File: src/sv/two_wire_debug_frame_engine_defines.svh
// Assertion macros for the two-wire debug frame engine.
`ifndef TWO_WIRE_DEBUG_FRAME_ENGINE_DEFINES_SVH
`define TWO_WIRE_DEBUG_FRAME_ENGINE_DEFINES_SVH
`ifndef SYNTH
`define TWDF_ASSERT_IMP(label, clk, rst_n, ante, cons) \
	label: assert property (@(posedge clk) disable iff (!rst_n) (ante) |-> (cons)) \
		else $error("twdf assertion failed");
`define TWDF_ASSERT_NXT(label, clk, rst_n, ante, cons) \
	label: assert property (@(posedge clk) disable iff (!rst_n) (ante) |=> (cons)) \
		else $error("twdf assertion failed");
`else
`define TWDF_ASSERT_IMP(label, clk, rst_n, ante, cons)
`define TWDF_ASSERT_NXT(label, clk, rst_n, ante, cons)
`endif
`endif

File: src/sv/twdf_pkg.sv
// Types and constants shared by the two-wire debug frame engine.
`timescale 1ns / 1ps
package twdf_pkg;
	localparam int BYTE_W = 8;

	typedef enum logic [1:0] {
		KIND_TICK = 2'd0,
		KIND_SEND = 2'd1,
		KIND_READ = 2'd2,
		KIND_IDLE = 2'd3
	} kind_t;

	typedef enum logic [1:0] {
		MODE_NONE = 2'd0,
		MODE_SEND = 2'd1,
		MODE_READ = 2'd2,
		MODE_IDLE = 2'd3
	} mode_t;

	typedef enum logic [2:0] {
		PH_START_CLK_LO = 3'd0,
		PH_START_DAT_LO = 3'd1,
		PH_START_CLK_HI = 3'd2,
		PH_BIT_CLK_LO   = 3'd3,
		PH_BIT_CLK_HI   = 3'd4,
		PH_STOP_CLK_LO  = 3'd5,
		PH_STOP_CLK_HI  = 3'd6
	} phase_t;

	typedef struct packed {
		logic [1:0]        kind;
		logic              start_bit;
		logic [BYTE_W-1:0] data_byte;
		logic              stop_value;
		logic [BYTE_W-1:0] idle_count;
		logic              dat_pin;
	} cmd_t;

	typedef struct packed {
		logic              clk_out;
		logic              dat_out;
		logic              dat_drive;
		logic              busy_res;
		logic              done_res;
		logic [BYTE_W-1:0] read_byte;
	} res_t;
endpackage

File: src/sv/twdf_ifs.sv
// Valid/ready channel interfaces for commands and pin results.
`timescale 1ns / 1ps
interface twdf_cmd_if;
	logic                         valid;
	logic                         ready;
	logic [1:0]                   kind;
	logic                         start_bit;
	logic [twdf_pkg::BYTE_W-1:0]  data_byte;
	logic                         stop_value;
	logic [twdf_pkg::BYTE_W-1:0]  idle_count;
	logic                         dat_pin;

	modport source(output valid, kind, start_bit, data_byte, stop_value, idle_count,
		dat_pin, input ready);
	modport sink(input valid, kind, start_bit, data_byte, stop_value, idle_count,
		dat_pin, output ready);
endinterface

interface twdf_res_if;
	logic                         valid;
	logic                         ready;
	logic                         clk_out;
	logic                         dat_out;
	logic                         dat_drive;
	logic                         busy_res;
	logic                         done_res;
	logic [twdf_pkg::BYTE_W-1:0]  read_byte;

	modport source(output valid, clk_out, dat_out, dat_drive, busy_res, done_res,
		read_byte, input ready);
	modport sink(input valid, clk_out, dat_out, dat_drive, busy_res, done_res,
		read_byte, output ready);
endinterface

File: src/sv/twdf_core.sv
// Frame state machine: state registers and one-phase-per-item next-state logic.
`timescale 1ns / 1ps
`include "two_wire_debug_frame_engine_defines.svh"
module twdf_core #(
	parameter int DATA_BITS = 8
) (
	input  logic            clk,
	input  logic            arst_n,
	input  logic            fire,
	input  twdf_pkg::cmd_t  cmd,
	output twdf_pkg::res_t  res
);
	localparam int BIT_W = $clog2(DATA_BITS + 1);
	localparam int BW    = twdf_pkg::BYTE_W;

	twdf_pkg::mode_t  mode_q, mode_d;
	twdf_pkg::phase_t phase_q, phase_d;
	logic [BIT_W-1:0] bit_q, bit_d;
	logic [BIT_W:0]   bit_inc;
	logic [BW-1:0]    shift_q, shift_d;
	logic [BW-1:0]    idle_q, idle_d, idle_dec;
	logic             start_q, start_d;
	logic             stop_q, stop_d;
	logic             clk_q, clk_n, clk_d;
	logic             dat_q, dat_d;
	logic             drv_q, drv_d;
	logic [BW-1:0]    last_q, last_d;
	logic             done;

	assign bit_inc  = {1'b0, bit_q} + (BIT_W + 1)'(1);
	assign idle_dec = idle_q - BW'(1);

	// next state
	always_comb begin
		mode_d  = mode_q;
		phase_d = phase_q;
		bit_d   = bit_q;
		shift_d = shift_q;
		idle_d  = idle_q;
		start_d = start_q;
		stop_d  = stop_q;
		clk_n   = clk_q;
		dat_d   = dat_q;
		drv_d   = drv_q;
		last_d  = last_q;
		done    = 1'b0;
		if (cmd.kind == twdf_pkg::KIND_TICK) begin
			if (mode_q != twdf_pkg::MODE_NONE) begin
				case (phase_q)
					twdf_pkg::PH_START_CLK_LO: begin
						clk_n   = 1'b0;
						phase_d = twdf_pkg::PH_START_DAT_LO;
					end
					twdf_pkg::PH_START_DAT_LO: begin
						dat_d   = 1'b0;
						phase_d = twdf_pkg::PH_START_CLK_HI;
					end
					twdf_pkg::PH_START_CLK_HI: begin
						clk_n   = 1'b1;
						bit_d   = '0;
						phase_d = twdf_pkg::PH_BIT_CLK_LO;
					end
					twdf_pkg::PH_BIT_CLK_LO: begin
						clk_n = 1'b0;
						if (mode_q == twdf_pkg::MODE_SEND)
							dat_d = shift_q[0];
						else if (mode_q == twdf_pkg::MODE_READ)
							drv_d = 1'b0;
						phase_d = twdf_pkg::PH_BIT_CLK_HI;
					end
					twdf_pkg::PH_BIT_CLK_HI: begin
						clk_n = 1'b1;
						if (mode_q == twdf_pkg::MODE_IDLE) begin
							idle_d = idle_dec;
							if (idle_dec == '0) begin
								mode_d  = twdf_pkg::MODE_NONE;
								phase_d = twdf_pkg::PH_START_CLK_LO;
								done    = 1'b1;
							end else begin
								phase_d = twdf_pkg::PH_BIT_CLK_LO;
							end
						end else begin
							if (mode_q == twdf_pkg::MODE_SEND)
								shift_d = {1'b0, shift_q[BW-1:1]};
							else
								shift_d = {cmd.dat_pin, shift_q[BW-1:1]};
							bit_d   = bit_inc[BIT_W-1:0];
							phase_d = (bit_inc >= (BIT_W + 1)'(DATA_BITS)) ?
								twdf_pkg::PH_STOP_CLK_LO : twdf_pkg::PH_BIT_CLK_LO;
						end
					end
					twdf_pkg::PH_STOP_CLK_LO: begin
						clk_n = 1'b0;
						drv_d = 1'b1;
						dat_d = stop_q;
						if (mode_q == twdf_pkg::MODE_READ) begin
							last_d  = shift_q;
							mode_d  = twdf_pkg::MODE_NONE;
							phase_d = twdf_pkg::PH_START_CLK_LO;
							done    = 1'b1;
						end else begin
							phase_d = twdf_pkg::PH_STOP_CLK_HI;
						end
					end
					default: begin
						clk_n   = 1'b1;
						mode_d  = twdf_pkg::MODE_NONE;
						phase_d = twdf_pkg::PH_START_CLK_LO;
						done    = 1'b1;
					end
				endcase
			end
		end else if (mode_q == twdf_pkg::MODE_NONE) begin
			if (cmd.kind == twdf_pkg::KIND_IDLE) begin
				dat_d = 1'b1;
				if (cmd.idle_count == '0) begin
					done = 1'b1;
				end else begin
					idle_d  = cmd.idle_count;
					mode_d  = twdf_pkg::MODE_IDLE;
					phase_d = twdf_pkg::PH_BIT_CLK_LO;
				end
			end else begin
				mode_d  = twdf_pkg::mode_t'(cmd.kind);
				start_d = cmd.start_bit;
				stop_d  = cmd.stop_value;
				shift_d = (cmd.kind == twdf_pkg::KIND_SEND) ? cmd.data_byte : '0;
				bit_d   = '0;
				phase_d = cmd.start_bit ? twdf_pkg::PH_START_CLK_LO
					: twdf_pkg::PH_BIT_CLK_LO;
			end
		end
		// read stop raises the clock after its last period
		clk_d = clk_n;
		if (cmd.kind == twdf_pkg::KIND_TICK && done && dat_d == stop_d && drv_d && !clk_n)
			clk_d = 1'b1;
	end

	// result
	always_comb begin
		res.clk_out   = clk_n;
		res.dat_out   = dat_d;
		res.dat_drive = drv_d;
		res.busy_res  = (mode_d != twdf_pkg::MODE_NONE);
		res.done_res  = done;
		res.read_byte = last_d;
	end

	always_ff @(posedge clk or negedge arst_n) begin
		if (!arst_n) begin
			mode_q  <= twdf_pkg::MODE_NONE;
			phase_q <= twdf_pkg::PH_START_CLK_LO;
			bit_q   <= '0;
			shift_q <= '0;
			idle_q  <= '0;
			start_q <= 1'b0;
			stop_q  <= 1'b0;
			clk_q   <= 1'b0;
			dat_q   <= 1'b0;
			drv_q   <= 1'b1;
			last_q  <= '0;
		end else if (fire) begin
			mode_q  <= mode_d;
			phase_q <= phase_d;
			bit_q   <= bit_d;
			shift_q <= shift_d;
			idle_q  <= idle_d;
			start_q <= start_d;
			stop_q  <= stop_d;
			clk_q   <= clk_d;
			dat_q   <= dat_d;
			drv_q   <= drv_d;
			last_q  <= last_d;
		end
	end

	`TWDF_ASSERT_IMP(a_idle_phase, clk, arst_n, mode_q == twdf_pkg::MODE_NONE, phase_q == twdf_pkg::PH_START_CLK_LO)
	`TWDF_ASSERT_IMP(a_release_read, clk, arst_n, !drv_q, mode_q == twdf_pkg::MODE_READ)
	`TWDF_ASSERT_NXT(a_done_ends, clk, arst_n, fire && done && cmd.kind == twdf_pkg::KIND_TICK, mode_q == twdf_pkg::MODE_NONE)
	`TWDF_ASSERT_IMP(a_bit_range, clk, arst_n, 1'b1, {1'b0, bit_q} <= (BIT_W + 1)'(DATA_BITS))
endmodule

File: src/sv/two_wire_debug_frame_engine.sv
// Top level of the two-wire debug frame engine: input stage, frame core, result stage.
// A result reaches res through the input stage and result stage registers.
// Throughput: one command or tick per cycle while the result is not stalled.
// Input and result stages form a two-deep pipeline; a stalled result freezes the core,
// and an empty input stage still takes one transfer. Reset (arst_n low, asynchronous):
// no frame, clock and data low, data driven, last read byte zero, both stages empty.
`timescale 1ns / 1ps
module two_wire_debug_frame_engine #(
	parameter int DATA_BITS = 8
) (
	input logic            clk,
	input logic            arst_n,
	twdf_cmd_if.sink       cmd,
	twdf_res_if.source     res
);
	twdf_pkg::cmd_t cmd_s1;
	logic           valid_s1;
	twdf_pkg::res_t res_c;
	twdf_pkg::res_t res_s2;
	logic           valid_s2;
	logic           advance;
	logic           fire;

	assign advance   = !valid_s2 || res.ready;
	assign fire      = valid_s1 && advance;
	assign cmd.ready = advance || !valid_s1;

	always_ff @(posedge clk or negedge arst_n) begin
		if (!arst_n) begin
			valid_s1 <= 1'b0;
		end else if (cmd.ready) begin
			valid_s1 <= cmd.valid;
		end
	end

	always_ff @(posedge clk) begin
		if (cmd.ready && cmd.valid) begin
			cmd_s1.kind       <= cmd.kind;
			cmd_s1.start_bit  <= cmd.start_bit;
			cmd_s1.data_byte  <= cmd.data_byte;
			cmd_s1.stop_value <= cmd.stop_value;
			cmd_s1.idle_count <= cmd.idle_count;
			cmd_s1.dat_pin    <= cmd.dat_pin;
		end
	end

	twdf_core #(
		.DATA_BITS(DATA_BITS)
	) u_core (
		.clk   (clk),
		.arst_n(arst_n),
		.fire  (fire),
		.cmd   (cmd_s1),
		.res   (res_c)
	);

	always_ff @(posedge clk or negedge arst_n) begin
		if (!arst_n) begin
			valid_s2 <= 1'b0;
		end else if (advance) begin
			valid_s2 <= valid_s1;
		end
	end

	always_ff @(posedge clk) begin
		if (fire) begin
			res_s2 <= res_c;
		end
	end

	assign res.valid     = valid_s2;
	assign res.clk_out   = res_s2.clk_out;
	assign res.dat_out   = res_s2.dat_out;
	assign res.dat_drive = res_s2.dat_drive;
	assign res.busy_res  = res_s2.busy_res;
	assign res.done_res  = res_s2.done_res;
	assign res.read_byte = res_s2.read_byte;
endmodule

File: src/flat_wrapper.sv
// flat-port wrapper written by rule: the top's interface ports become plain ports
module two_wire_debug_frame_engine_flat 
#(
	parameter int DATA_BITS = 8
)
  (clk, arst_n, cmd_valid, cmd_kind, cmd_start_bit, cmd_data_byte, cmd_stop_value, cmd_idle_count, cmd_dat_pin, cmd_ready, res_valid, res_clk_out, res_dat_out, res_dat_drive, res_busy_res, res_done_res, res_read_byte, res_ready);
  twdf_cmd_if cmd_i ();
  twdf_res_if res_i ();
  input logic clk;
  input logic arst_n;
  input wire logic [$bits(cmd_i.valid)-1:0] cmd_valid;
  input wire logic [$bits(cmd_i.kind)-1:0] cmd_kind;
  input wire logic [$bits(cmd_i.start_bit)-1:0] cmd_start_bit;
  input wire logic [$bits(cmd_i.data_byte)-1:0] cmd_data_byte;
  input wire logic [$bits(cmd_i.stop_value)-1:0] cmd_stop_value;
  input wire logic [$bits(cmd_i.idle_count)-1:0] cmd_idle_count;
  input wire logic [$bits(cmd_i.dat_pin)-1:0] cmd_dat_pin;
  output wire logic [$bits(cmd_i.ready)-1:0] cmd_ready;
  output wire logic [$bits(res_i.valid)-1:0] res_valid;
  output wire logic [$bits(res_i.clk_out)-1:0] res_clk_out;
  output wire logic [$bits(res_i.dat_out)-1:0] res_dat_out;
  output wire logic [$bits(res_i.dat_drive)-1:0] res_dat_drive;
  output wire logic [$bits(res_i.busy_res)-1:0] res_busy_res;
  output wire logic [$bits(res_i.done_res)-1:0] res_done_res;
  output wire logic [$bits(res_i.read_byte)-1:0] res_read_byte;
  input wire logic [$bits(res_i.ready)-1:0] res_ready;
  assign cmd_i.valid = cmd_valid;
  assign cmd_i.kind = cmd_kind;
  assign cmd_i.start_bit = cmd_start_bit;
  assign cmd_i.data_byte = cmd_data_byte;
  assign cmd_i.stop_value = cmd_stop_value;
  assign cmd_i.idle_count = cmd_idle_count;
  assign cmd_i.dat_pin = cmd_dat_pin;
  assign cmd_ready = cmd_i.ready;
  assign res_valid = res_i.valid;
  assign res_clk_out = res_i.clk_out;
  assign res_dat_out = res_i.dat_out;
  assign res_dat_drive = res_i.dat_drive;
  assign res_busy_res = res_i.busy_res;
  assign res_done_res = res_i.done_res;
  assign res_read_byte = res_i.read_byte;
  assign res_i.ready = res_ready;
  two_wire_debug_frame_engine #(.DATA_BITS(DATA_BITS)) u_core (.clk(clk), .arst_n(arst_n), .cmd(cmd_i), .res(res_i));
endmodule
File: config.mk
export PLATFORM = sky130hd
export DESIGN_NAME = two_wire_debug_frame_engine_flat
export DESIGN_NICKNAME = d
export VERILOG_FILES = /design/src/sv/twdf_pkg.sv /design/src/sv/twdf_ifs.sv /design/src/sv/twdf_core.sv /design/src/sv/two_wire_debug_frame_engine.sv /design/src/flat_wrapper.sv
export VERILOG_INCLUDE_DIRS = /design/src /design/src/sv
export SDC_FILE = /design/constraint.sdc
export NUM_CORES = 1
export LEC_CHECK = 0
export BUFFER_PORTS_ARGS = -buffer_cell sky130_fd_sc_hd__buf_2
export CORE_ASPECT_RATIO = 1.1
export CORE_MARGIN = 2
export CORE_UTILIZATION = 40
export DETAILED_ROUTE_END_ITERATION = 10
export HOLD_SLACK_MARGIN = 0.06
export PLACE_DENSITY = 0.68
export SETUP_SLACK_MARGIN = 0.1
export SYNTH_ARGS = -nofsm -noshare
export SYNTH_HDL_FRONTEND = slang
export SYNTH_SLANG_ARGS = --single-unit
File: constraint.sdc
create_clock -name clk -period 2.9 [get_ports clk]
set_input_delay 0.29 -clock clk [delete_from_list [all_inputs] [get_ports clk]]
set_output_delay 0.29 -clock clk [all_outputs]
set_load 0.03 [all_outputs]
==> impl_results.md <==
- Status: complete, no violations
- Core area: roughly 8900 µm²
- GPL Wtd Cong: about 0.86
- Vias in the first global route: 2536
- Synth Cell Area: approximately 3600 µm²
- Largest net degree at the start of global routing: 40
- Switch Pwr: 1.237 mW
- Die Span X: between 90 and 100 µm
- RSZ-0062 raised after global routing: no
- Register area share after synthesis: 54.88%
- Die height: between 100 and 150 µm
- Combinational fraction of design power: between 20% and 30%
- Final Cell Area: about 4200 µm²
- Initial DRC Count: roughly 240
- Avg WL per Cell: approximately 16 µm
- DRT Pass-1 Iters: 5
- Layout area overhead: 14.12%
- Row count: 36
- Reg2Reg Depth: 7
- Synth async-reset ratio: about 53%
- Max_slew headroom: 40.09%
- Synth warn: 0
- Final count of hold timing violations: 0
- Number of antenna violations at the first check in global routing: 0
- Final setup viols: 0
- Clock power share: about a quarter
- Via density: approximately 5.5
- Met2 WL: between 3000 and 4000 µm
- Initial Util: approximately two fifths
- Placed cell area: roughly 4000 µm²
- Max-Cap Viols: 0
- H-tree levels: 3
- Yosys cell types: 64
- Switching Fraction: a little over a third
- Clk root buf: clkbuf_8
- Most common cell after layout, fill and taps aside: buf_2
- Hold Path Class: in -> async
- Tightest Pin Transition: roughly 0.9 ns
- WP data required: roughly 3.0 ns
- RR Startpoint: u_core.u_core.idle_q[0]
- Die Footprint: between 9000 and 10000 µm²
- Worst EP arrival: between 2 and 3 ns
- Fin cells: roughly 470
- NumNets Final: 380
- Layout cells sized above 1: around 28%
- # port buffers: 39
- Most frequent cells in the layout: buf_2, dfrtp_1, edfxtp_1
- # IOs: 40
- Worst setup path class: reg -> reg
- DP Wirelength: around 5100 µm
- CP Cell Sequence: inv_1, ha_1, or4b_2, xor2_1, a31oi_1, o311ai_1, nand3_1
- Register bit total from synthesis: 73
- Static leakage: between 1.5 and 2 nW
- Number of buffers created by CTS: 9
- RR Endpoint: u_core.res.busy_res
- DRC Markers: 0
- # Post-CTS Setup Buffers: 0
- Critical Path Sink: u_core.res.busy_res
- Crit path max-delay cell type: or4b_2
- Mapped Cells: between 300 and 400
- Worst setup startpoint: u_core.u_core.idle_q[0]
- Final worst path period share: slightly below 90%
- FF+latch area: about 2000 µm²
- Post-CTS resize count: 0
- Largest area contributor in the netlist: edfxtp_1
- Minimum clock period: approximately 2.6 ns
- Post-synth net total: about 340
- CP Max Fanout: 7
- Ranking of synthesized cells by area: edfxtp_1, dfrtp_1, mux2_2
- R2R Setup Slk: approximately 0.35 ns
- WL met3: 418 µm
- Final Skew: roughly 0.015 ns
- Synth top area share: ~28%
- Antenna diodes: 0
- Worst setup SP type: register
- Slowest stage delay, CP: approximately 0.66 ns
- Kind of end point of the critical path: register
- Hold buffers post-CTS: 0
- Clock sinks: 73
- Synth Flop Type: dfrtp_1
- Fillers: 788
- Total wire length: roughly 7400 µm
- First-pass GRT wire length: ~13000 µm
- Max Freq: 392.1 MHz
- Clock Latency Late Sink: around 0.36 ns
- GR Util All Layers: 16.63%
- Max Slew Vio Count: 0
- Worst VDD drop: 0.4113 mV
- Cell Int Power: between 2 and 2.5 mW
- CTS tree: done
- Congestion Overflow GR: 0
- Sequential Power Share: 45.3%
- Multi-input logic area: 1500 µm²
- Highest metal used: met4
- Max clock buf depth: 2
- Met1 Wirelength: roughly 3400 µm
- DRT antenna net count: 0
- Post-synth EDFFs: 34
- Clk slew on worst S/H paths: roughly 0.080 ns
- Avg Cell Area, Syn: ~12 µm²
- Inst Count DP: between 400 and 500
- Setup Total Neg Slack: 0 ns
- Power density over cell area: ~850 nW/µm²
- Via count: around 2600
[critical path, delay by kind of cell, from the launching register on]
family | cells | cell delay, ns
buf+inv | 1 | 0.11
flops | 1 | 0.41
fa+ha+maj | 1 | 0.27
simple gates | 2 | 0.78
compound gates | 2 | 0.56
xor+xnor | 1 | 0.15
[cell families (layout without fill, tap and decap cells)]
kind of cell | count (synthesis) | count (layout) | share of synthesized area, %
compound gates | 76 | 76 | 13.88
simple gates | 86 | 86 | 12.65
xor+xnor | 4 | 4 | 0.9624
buf+inv | 27 | 73 | 3.917
fa+ha+maj | 7 | 7 | 2.337
flops | 73 | 73 | 54.88
mux | 35 | 35 | 11.37
[worst min-delay path by stage]
stage                           from  slack (ns)                       to  depth (start not counted)
finish                        arst_n        0.06  u_core.u_core.idle_q[2]                          1
global route        cmd_data_byte[1]        0.09        u_core.cmd_s1[11]                          1
CTS                           arst_n        0.08  u_core.u_core.last_q[6]                          1
detailed placement            arst_n        0.47  u_core.u_core.idle_q[0]                          1
global placement    u_core.cmd_s1[9]        0.46     u_core.u_core.stop_q                          1
floorplan                     arst_n      -0.006         u_core.res.valid                          0
[area by class of cell]
cell class | instances | area share, %
Clock buffer | 9 | 2.981
Clock inverter | 7 | 2.409
Inverter | 11 | 1.024
Multi-Input combinational cell | 208 | 36.10
Sequential cell | 73 | 48.09
Tap cell | 114 | 3.433
Timing Repair Buffer | 46 | 5.962
[metrics by stage]
step	worst slack [ns]	hold slack [ns]	total power [mW]	util, %
CTS	0.2636	0.08107	3.546	46.83
finish	0.3497	0.05963	3.531	46.83
global placement	0.3966	0.4644	2.590	44.30
detailed placement	0.2805	0.4664	2.637	44.30
floorplan	0.5231	-0.005591	2.361	-
global route	0.1789	0.08595	3.759	46.83
[registers in the layout, indices dropped and copies added (netlist names), 2 cells and up]
register / flops
u_core.cmd_s1: 21
u_core.u_core.last_q: 8
u_core.u_core.bit_q: 4
u_core.u_core.mode_q: 2
u_core.u_core.phase_q: 3
u_core.res.read_byte: 8
u_core.u_core.idle_q: 8
u_core.u_core.shift_q: 8
[Yosys cell counts, types with 2 or more instances]
| cell type | n |
|---|---|
| o311ai_0 | 3 |
| nand3b_1 | 3 |
| nor3b_1 | 4 |
| a22oi_1 | 2 |
| nand3_1 | 6 |
| or2_2 | 3 |
| a21oi_1 | 20 |
| a211o_1 | 2 |
| mux2i_1 | 8 |
| o22ai_1 | 2 |
| o31ai_1 | 3 |
| xnor2_1 | 2 |
| or4_1 | 2 |
| or3_1 | 2 |
| nand2b_1 | 5 |
| mux2_4 | 8 |
| edfxtp_1 | 34 |
| dfrtp_1 | 38 |
| nor2_1 | 16 |
| o21ai_0 | 16 |
| o211ai_1 | 4 |
| nand2_1 | 22 |
| o32ai_1 | 2 |
| nor2b_1 | 2 |
| buf_2 | 2 |
| inv_1 | 9 |
| nand4_1 | 3 |
| and2_1 | 4 |
| clkbuf_1 | 8 |
| xor2_1 | 2 |
| nor3_1 | 4 |
| nor4_1 | 3 |
| o2111ai_1 | 2 |
| buf_6 | 5 |
| a31oi_1 | 4 |
| a21o_1 | 2 |
| mux2_2 | 19 |
| ha_1 | 6 |
[power by group through the flow]
stage	Sequential (mW)	Combinational, mW	Clock (mW)
finish	1.60	1.03	0.900
global route	1.64	1.15	0.965
CTS	1.60	1.03	0.918
detailed placement	1.62	1.02	0
global placement	1.60	0.991	0
floorplan	1.58	0.784	0
[per-layer routing]
metal | GRT usage [%] | up-vias
met5 | 0 | -
li1 | - | 1234
met3 | 4.638 | 6
met2 | 24.92 | 79
met4 | 6.625 | 0
met1 | 22.74 | 1250
(Power assumes the default switching activity.)
